<file path="config.mk">
export PLATFORM = sky130hd
export DESIGN_NAME = qpp_axis_lane
export DESIGN_NICKNAME = d
export VERILOG_FILES = /design/src/rtl/core/qpp_pkg.sv /design/src/rtl/core/qpp_axis_lane.sv
export SDC_FILE = /design/constraint.sdc
export NUM_CORES = 2
export LEC_CHECK = 0
export ABC_AREA = 1
export BUFFER_PORTS_ARGS = -buffer_cell sky130_fd_sc_hd__buf_4
export CORE_UTILIZATION = 46
export CTS_CLUSTER_SIZE = 16
export DETAILED_ROUTE_END_ITERATION = 7
export SLEW_MARGIN = 40
export SYNTH_ARGS = -nofsm -noshare
export SYNTH_HDL_FRONTEND = slang
export SYNTH_SLANG_ARGS = --single-unit
</file>
<file path="constraint.sdc">
create_clock -name aclk -period 19.35 [get_ports aclk]
set_input_delay 3.87 -clock aclk [delete_from_list [all_inputs] [get_ports aclk]]
set_output_delay 3.87 -clock aclk [all_outputs]
set_load 0.005 [all_outputs]
</file>
<file path="src/rtl/core/qpp_pkg.sv">
`default_nettype none

package qpp_pkg;

    localparam int COMP_BITS     = 16;
    localparam int FRAC_BITS     = 10;
    localparam int GAIN_BITS     = 16;
    localparam int TRIG_SHIFT    = 14;
    localparam int SINE_DEPTH    = 256;
    localparam int SINE_IDX_BITS = $clog2(SINE_DEPTH);
    localparam int ANGLE_BITS    = 16;
    localparam int CFG_BITS      = 48;
    localparam int CFG_IDX_BITS  = 3;

    // Widths of the lane arithmetic.
    localparam int ERR_BITS   = COMP_BITS + 1;
    localparam int PROD_BITS  = ERR_BITS + GAIN_BITS + 1;
    localparam int SUM_BITS   = PROD_BITS + 2;
    localparam int SUMSH_BITS = SUM_BITS - 8;
    localparam int INC_BITS   = PROD_BITS - 8;
    localparam int INTEG_BITS = GAIN_BITS + 2;
    localparam int FORCE_BITS = SUMSH_BITS + 1;
    localparam int TRIG_BITS  = 16;
    localparam int ROT_BITS   = FORCE_BITS + TRIG_BITS;
    localparam int MG_SHIFT   = 16 - FRAC_BITS;

    localparam logic [CFG_IDX_BITS-1:0] CFG_POSITION_GAIN  = 3'd0;
    localparam logic [CFG_IDX_BITS-1:0] CFG_VELOCITY_GAIN  = 3'd1;
    localparam logic [CFG_IDX_BITS-1:0] CFG_INTEGRAL_GAIN  = 3'd2;
    localparam logic [CFG_IDX_BITS-1:0] CFG_VEHICLE_MASS   = 3'd3;
    localparam logic [CFG_IDX_BITS-1:0] CFG_GRAVITY        = 3'd4;
    localparam logic [CFG_IDX_BITS-1:0] CFG_INTEGRAL_LIMIT = 3'd5;

    localparam logic [15:0] MASS_RESET  = 16'd128;
    localparam logic [15:0] GRAV_RESET  = 16'd2511;
    localparam logic [15:0] LIMIT_RESET = 16'd512;

    localparam longint unsigned Q30_ONE     = 64'd1 << 30;
    localparam longint unsigned HALF_PI_Q30 = 64'd1686629713;

    typedef struct packed {
        logic [47:0] target_position;
        logic [47:0] target_velocity;
        logic [47:0] target_acceleration;
        logic [47:0] measured_position;
        logic [47:0] measured_velocity;
        logic [15:0] target_heading;
        logic [15:0] measured_heading;
        logic        clear_integrals;
    } qpp_in_t;

    typedef struct packed {
        logic signed [31:0] thrust;
        logic signed [31:0] roll_command;
        logic signed [31:0] pitch_command;
        logic [15:0]        heading_command;
    } qpp_out_t;

    typedef struct packed {
        logic load;
        logic mul;
        logic acc;
        logic total;
    } qpp_lane_ctrl_t;

    typedef struct packed {
        logic trig;
        logic rot;
    } qpp_merge_ctrl_t;

    // Sine table entry in Q2.14, from a Taylor series in Q30.
    function automatic logic signed [TRIG_BITS-1:0] sine_entry(input int idx);
        longint unsigned a;
        longint unsigned q;
        longint unsigned r;
        longint unsigned x;
        longint unsigned x2;
        longint unsigned t;
        longint unsigned s;
        a = ((64'(idx)) << 16) / SINE_DEPTH;
        a = a & 64'hFFFF;
        q = (a >> 14) & 64'd3;
        r = a & 64'h3FFF;
        if (q[0]) begin
            r = 64'd16384 - r;
        end
        x  = (r * HALF_PI_Q30) >> 14;
        x2 = (x * x) >> 30;
        t  = Q30_ONE - x2 / 110;
        t  = Q30_ONE - ((x2 * t) >> 30) / 72;
        t  = Q30_ONE - ((x2 * t) >> 30) / 42;
        t  = Q30_ONE - ((x2 * t) >> 30) / 20;
        t  = Q30_ONE - ((x2 * t) >> 30) / 6;
        s  = (x * t) >> 30;
        s  = (s + (64'd1 << 15)) >> 16;
        if (s > 64'd16384) begin
            s = 64'd16384;
        end
        if (q >= 64'd2) begin
            return -TRIG_BITS'(s);
        end
        return TRIG_BITS'(s);
    endfunction

endpackage

`default_nettype wire

</file>
<file path="src/rtl/core/qpp_axis_lane.sv">
`default_nettype none

module qpp_axis_lane
    import qpp_pkg::*;
(
    input  wire                                aclk,
    input  wire                                aresetn,
    input  qpp_lane_ctrl_t                     ctrl,
    input  wire  [COMP_BITS-1:0]               tgt_pos,
    input  wire  [COMP_BITS-1:0]               tgt_vel,
    input  wire  [COMP_BITS-1:0]               tgt_acc,
    input  wire  [COMP_BITS-1:0]               meas_pos,
    input  wire  [COMP_BITS-1:0]               meas_vel,
    input  wire                                clear,
    input  wire  [GAIN_BITS-1:0]               kp,
    input  wire  [GAIN_BITS-1:0]               kv,
    input  wire  [GAIN_BITS-1:0]               ki,
    input  wire  [15:0]                        mass,
    input  wire  [15:0]                        limit,
    output logic signed [FORCE_BITS-1:0]       force_out
);

    logic signed [ERR_BITS-1:0]   ep_reg, ev_reg;
    logic signed [COMP_BITS-1:0]  acc_reg;
    logic                         clear_reg;
    logic signed [PROD_BITS-1:0]  pkp_reg, pkv_reg, pm_reg, pki_reg;
    logic signed [SUMSH_BITS-1:0] sum_sh_reg;
    logic signed [INTEG_BITS-1:0] integ_reg, integ_next;
    logic signed [FORCE_BITS-1:0] force_reg;

    logic signed [SUM_BITS-1:0]   sum;
    logic signed [INC_BITS-1:0]   inc;
    logic signed [INC_BITS:0]     integ_raw;
    logic signed [INC_BITS:0]     lim_pos;

    always_ff @(posedge aclk) begin
        if (ctrl.load) begin
            ep_reg    <= $signed({tgt_pos[COMP_BITS-1], tgt_pos})
                       - $signed({meas_pos[COMP_BITS-1], meas_pos});
            ev_reg    <= $signed({tgt_vel[COMP_BITS-1], tgt_vel})
                       - $signed({meas_vel[COMP_BITS-1], meas_vel});
            acc_reg   <= $signed(tgt_acc);
            clear_reg <= clear;
        end
        if (ctrl.mul) begin
            pkp_reg <= PROD_BITS'(ep_reg) * PROD_BITS'($signed({1'b0, kp}));
            pkv_reg <= PROD_BITS'(ev_reg) * PROD_BITS'($signed({1'b0, kv}));
            pki_reg <= PROD_BITS'(ep_reg) * PROD_BITS'($signed({1'b0, ki}));
            pm_reg  <= PROD_BITS'(acc_reg) * PROD_BITS'($signed({1'b0, mass}));
        end
        if (ctrl.acc) begin
            sum_sh_reg <= sum[SUM_BITS-1:8];
        end
        if (ctrl.total) begin
            force_reg <= FORCE_BITS'(integ_reg) + FORCE_BITS'(sum_sh_reg);
        end
    end

    always_comb begin
        sum = SUM_BITS'(pkp_reg) + SUM_BITS'(pkv_reg) + SUM_BITS'(pm_reg);
        inc = pki_reg[PROD_BITS-1:8];
        lim_pos = $signed({{(INC_BITS-15){1'b0}}, limit});
        // The integral only grows on an axis whose position gain is set.
        integ_raw = (clear_reg ? '0 : (INC_BITS+1)'(integ_reg))
                  + ((kp != '0) ? (INC_BITS+1)'(inc) : '0);
        if (integ_raw >= lim_pos) begin
            integ_next = INTEG_BITS'(lim_pos);
        end else if (integ_raw <= -lim_pos) begin
            integ_next = INTEG_BITS'(-lim_pos);
        end else begin
            integ_next = INTEG_BITS'(integ_raw);
        end
    end

    always_ff @(posedge aclk) begin
        if (!aresetn) begin
            integ_reg <= '0;
        end else if (ctrl.acc) begin
            integ_reg <= integ_next;
        end
    end

    assign force_out = force_reg;

endmodule

`default_nettype wire

</file>
# --- Word-level counts from Yosys, hierarchy flattened ---
# Index checks and enable logic that the tools add are counted.
totals:
  regBits: 261
  inputBits: 167
op_classes:
  n_addsub: 7
  n_mul: 4
  n_lt_le_gt_ge: 2
  muxes: 4
  reduce_logical: 1
ops:
  columns: ["cell", "n"]
  rows:
  - ["$mul A17 B17 Y34", 3]
  - ["$mux W27", 2]
  - ["$add A35 B33 Y36", 1]
  - ["$mux W18", 2]
  - ["$add A34 B34 Y35", 1]
  - ["$sub A16 B16 Y17", 2]
  - ["$mul A16 B17 Y33", 1]
  - ["$add A18 B28 Y29", 1]
  - ["$add A27 B27 Y27", 1]
  - ["$ge A27 B17 Y1", 1]
  - ["$le A27 B27 Y1", 1]
  - ["$neg A16 Y27", 1]
  - ["$reduce_bool A16 Y1", 1]

# --- Logic depth before layout (Yosys ltp) ---
logic_depth:
  ltp_word: 6
  depth_mapped: 35

# --- Worst setup path before layout ---
# Ideal clock, no wire load.
synth_timing:
  path_kind: "input-to-reg"
  start: "input kp[2]"
  end: "register pkp_reg[29] (data pin)"
  setup_ps: 259
  arrival_ps: 9400
  required_ps: 19091
  setup_slack_ps: 9691
  path_stages: 23
  path_buffers: 2
  cell_sequence: "clkbuf_1 > buf_1 > nand2_1 > fa_1 > fa_1 > fa_1 > fa_1 > inv_1 > fa_1 > inv_1 > fa_1 > inv_1 > ha_1 > a21oi_1 > o21a_1 > a21boi_2 > o21ai_1 > a21boi_0 > o21ai_0 > a21boi_1 > inv_1 > a21oi_1 > xnor2_1"
synth_via:
  elab_chain_cells: 1
synth_lines:
  columns: ["element", "line", "source"]
  rows:
  - ["start: declaration", "qpp_axis_lane.sv:15", "input wire [GAIN_BITS-1:0] kp,"]
  - ["$mul A17 B17 Y34", "qpp_axis_lane.sv:46", "pkp_reg <= PROD_BITS'(ep_reg) * PROD_BITS'($signed({1'b0, kp}));"]
  - ["end signal: assignment", "qpp_axis_lane.sv:46", null]
  - ["end: declaration", "qpp_axis_lane.sv:26", "logic signed [PROD_BITS-1:0] pkp_reg, pkv_reg, pm_reg, pki_reg;"]
# Every way passes these cells.
# A chain may end at the register's enable or synchronous reset.

# --- Final worst setup path ---
layout_timing:
  start: "input kp[2]"
  end: "register pkp_reg[27] (data pin)"
# The elaborated chain is that of the path after synthesis.

==> results summary <==
The final max-slew violation count is 0. The number of global-route vias before repair is 44,431. During synthesis, Yosys emitted a total of 0 warnings. By area, the combinational part of the netlist is dominated by adder cells. Setup repair after global routing left no endpoint under its margin. The number of cells on the worst reg-to-reg path is 24. The number of max-cap violations came out at 0. The clock edge transition at the registers on the reported setup and hold paths came out at 0.06 ns. Of the synthesized area, sequential elements account for 12.96%. The final weighted congestion in routability-driven placement is 0.9371. The cell count of the worst hold path came out at 2. The flow ran to the end, but the final reports show violations. The area added between synthesis and finish came out at 6.886%. Sorting the synthesized cells by area gives the leading types as sky130_fd_sc_hd__fa_1 37%, sky130_fd_sc_hd__inv_1 13%, sky130_fd_sc_hd__edfxtp_1 12%. Summing the areas of all compound-gate instances in the mapped netlist gives 5.924% of the synthesized area. The count of endpoints failing hold in the final timing report is 0. The critical path class is primary input to register. The number of CTS-inserted buffers is 38. The number of inserted diodes came out at 0. The path with the worst hold slack has its endpoint at integ_reg[16]. The post-synthesis mux area share is 0%. The number of antenna violations at the first check in global routing is 5. For this design, the sink count on the clock tree is 253. The checks that failed: DRC. The cell count after synthesis came out at 6,844. For the pin with the worst max-slew slack, the measured transition is 0.7833 ns. The total core area is 123,600 um^2. The chip height came out at 354.7 um.

The terminus of the critical flop-to-flop path is pki_reg[31]. The maximum clock insertion buffer count came out at 3. The starting density of the core is 46.30%. The routed length per instance came out at 16.56 um.

In this run the clock root is driven by a sky130_fd_sc_hd__clkbuf_16. The deepest level of the CTS H-tree came out at 2. The global-route usage over all layers is 23.32%. By instance count, the leading cell after synthesis is sky130_fd_sc_hd__inv_1. Data arrives at the worst endpoint at 9.54 ns. The post-cts gate resize count came out at 0. The count of non-filler cells in the finished layout came out at 8,514.

The site row count came out at 129. The number of enable-type register cells in the synthesized netlist came out at 235. In this run the worst path has a maximum fanout of 18.

In this run the tool buffered the top-level ports with 195 buffer cells. The register bit total from synthesis is 253. The final critical path time including I/O delays and setup is 9.212 ns. At the later pin of the worst-skew pair, clock insertion delay measures 0.60 ns. The placed instance count is 8,445. In this run the count of I/O pins placed on the die edge is 196. The commonest cells after synthesis are 2,024 x sky130_fd_sc_hd__inv_1, 1,459 x sky130_fd_sc_hd__nand2_1, 1,066 x sky130_fd_sc_hd__fa_1. The final-report setup violation count is 0. The post-route clock period utilization is 47.61%. TritonCTS built the clock tree. The number of buffers inserted by post-CTS setup repair is 0.

In the final timing run, aggregate negative setup slack is 0 ns. The synthesized design spends more area on one cell type than any other, namely sky130_fd_sc_hd__fa_1. Once detailed placement completed, the half-perimeter wirelength came to 118.4 mm. The post-synthesis share of cell area spent on full adders, half adders and majority gates is 49.13%. The net count of the mapped netlist is 8,619. Global routing finished with a remaining overflow of 0.

The total length of routed wires came out at 141.0 mm. The total via count in the routed design came out at 42,077. The startpoint of the lowest-slack hold path is integ_reg[16]. The number of hold buffers added after cts is 0.

The number of optimization iterations in the first detailed-route pass is 8. STA classifies the critical path endpoint as a register. The data required time of the critical path is 19.68 ns. The fraction of synthesis flops using an asynchronous set or reset pin came out at 0%. For this run, the leading register cell type out of synthesis is sky130_fd_sc_hd__edfxtp_1. Derived from the worst setup path, the maximum achievable clock frequency is 108.6 MHz.

After synthesis the cells add up to 57,240 um^2. Across the routed clock network, the largest skew measured is 0.02177 ns. The number of vias per cell is 4.942. For flop-to-flop paths, the worst setup slack is 12.59 ns. The wire length of the first global-routing pass is 233.4 mm. The average instance area after synthesis came out at 8.363 um^2. The worst hold path belongs to the class register to register. The die boundary width came out at 354.7 um.

The residual antenna-violating net count after detailed routing came out at 0. The final net count came out at 8,623. The DRC marker count from the first detailed-route iteration is 2,463. The launch point of the worst reg-to-reg path is ep_reg[10]. Of the post-synthesis cell area, the dominant cell type holds 37.28%. The count of unresolved DRC violations after routing came out at 2. The headroom to the max-slew limit came out at 47.78%.

Of the cells placed in the final design, the portion with a size suffix greater than 1 is 5.322%. Yosys mapped the design onto 62 distinct sky130hd cell types. Entering global routing, the biggest net connects 71 pins. The simple-gate portion of the synthesized area came out at 13.14%. STA classifies the critical path startpoint as a primary input. The die area is 125,800 um^2.

The xor/xnor cell area share of the yosys netlist came out at 3.795%.
[cell type report]
| type | instances | area [um^2] |
|---|---|---|
| Clock buffer | 43 | 991.0 |
| Fill cell | 12025 | 62460 |
| Tap cell | 1637 | 2048 |
| Clock inverter | 26 | 272.8 |
| Sequential cell | 253 | 7417 |
| Inverter | 2032 | 7627 |
| Timing Repair Buffer | 214 | 1614 |
| Multi-Input combinational cell | 4309 | 41210 |
[how the worst max path moves through the flow]
stage | from | end | cells after the start
4_1_cts | kp[8] | pkp_reg[30] | 24
3_5_place_dp | kp[8] | pkp_reg[30] | 24
6_report | kp[2] | pkp_reg[27] | 21
5_1_grt | kp[2] | pkp_reg[27] | 21
2_1_floorplan | kp[2] | pkp_reg[29] | 23
3_3_place_gp | kp[8] | pkp_reg[30] | 24
[per-layer routing]
metal	track usage, %	vias to the layer above	wire length (um)
li1	-	20044	-
met1	31.72	20926	62130
met5	0	-	0
met4	7.043	0	4143
met2	39.59	925	68370
met3	1.974	182	6320
[critical path, stage by stage]
cell	delay (ns)
sky130_fd_sc_hd__buf_4	0.23
sky130_fd_sc_hd__nand2_1	0.12
sky130_fd_sc_hd__fa_1	0.54
sky130_fd_sc_hd__fa_1	0.58
sky130_fd_sc_hd__fa_1	0.46
sky130_fd_sc_hd__fa_1	0.54
sky130_fd_sc_hd__inv_1	0.05
sky130_fd_sc_hd__fa_1	0.47
sky130_fd_sc_hd__inv_1	0.05
sky130_fd_sc_hd__fa_1	0.47
sky130_fd_sc_hd__inv_1	0.05
sky130_fd_sc_hd__ha_1	0.36
sky130_fd_sc_hd__a21oi_1	0.22
sky130_fd_sc_hd__o21a_1	0.13
sky130_fd_sc_hd__a21boi_2	0.24
sky130_fd_sc_hd__o21ai_1	0.12
sky130_fd_sc_hd__a21boi_0	0.27
sky130_fd_sc_hd__o21ai_0	0.17
sky130_fd_sc_hd__a21boi_1	0.27
sky130_fd_sc_hd__o21ai_0	0.14
sky130_fd_sc_hd__xor2_1	0.18
[logic make-up (layout without fill, tap and decap cells)]
kind of cell | after synthesis | after routing
simple gates | 1864 | 1864
flops | 253 | 253
buf+inv | 2282 | 2315
compound gates | 589 | 589
fa+ha+maj | 1608 | 1608
xor+xnor | 248 | 248
[placed cells by master, fill, tap and decap left out, types with 7 or more instances in the layout]
master,synthesis,layout
sky130_fd_sc_hd__inv_1,2024,2024
sky130_fd_sc_hd__nand2_1,1459,1459
sky130_fd_sc_hd__fa_1,1066,1066
sky130_fd_sc_hd__ha_1,542,542
sky130_fd_sc_hd__a21oi_1,285,285
sky130_fd_sc_hd__edfxtp_1,235,235
sky130_fd_sc_hd__buf_4,0,212
sky130_fd_sc_hd__nor2_1,198,198
sky130_fd_sc_hd__xor2_1,157,157
sky130_fd_sc_hd__o21ai_0,138,138
sky130_fd_sc_hd__xnor2_1,91,91
sky130_fd_sc_hd__nand3_1,78,78
sky130_fd_sc_hd__clkbuf_16,0,39
sky130_fd_sc_hd__nand4_1,27,27
sky130_fd_sc_hd__nor3_1,19,19
sky130_fd_sc_hd__dfxtp_1,18,18
sky130_fd_sc_hd__o21ai_1,17,17
sky130_fd_sc_hd__o21bai_1,17,17
sky130_fd_sc_hd__o211ai_1,16,16
sky130_fd_sc_hd__a31oi_1,15,15
sky130_fd_sc_hd__nor4_1,15,15
sky130_fd_sc_hd__nand2_2,14,14
sky130_fd_sc_hd__a21oi_2,13,13
sky130_fd_sc_hd__o21a_1,12,12
sky130_fd_sc_hd__a21o_1,11,11
sky130_fd_sc_hd__nor2_2,11,11
sky130_fd_sc_hd__nand3_2,9,9
sky130_fd_sc_hd__a21boi_1,9,9
sky130_fd_sc_hd__o221ai_1,8,8
sky130_fd_sc_hd__or2_2,8,8
sky130_fd_sc_hd__inv_6,0,8
sky130_fd_sc_hd__o31ai_1,7,7
sky130_fd_sc_hd__inv_2,7,7
sky130_fd_sc_hd__o211ai_2,7,7
[metrics by stage]
step | util (%) | setup slack, ns | area [um^2] | hold slack, ns
2_1_floorplan | - | 9.691 | 57240 | 0.4616
3_3_place_gp | 48.45 | 9.431 | 59910 | 0.5139
3_5_place_dp | 48.45 | 9.480 | 59910 | 0.5200
4_1_cts | 49.48 | 10.13 | 61170 | 0.5355
5_1_grt | 49.48 | 9.615 | 61180 | 0.5525
6_report | 49.48 | 10.14 | 61180 | 0.5293
Power is left out: the tool's default activity adds up to more than one toggle a clock period on the data nets, which glitch-free logic cannot reach.
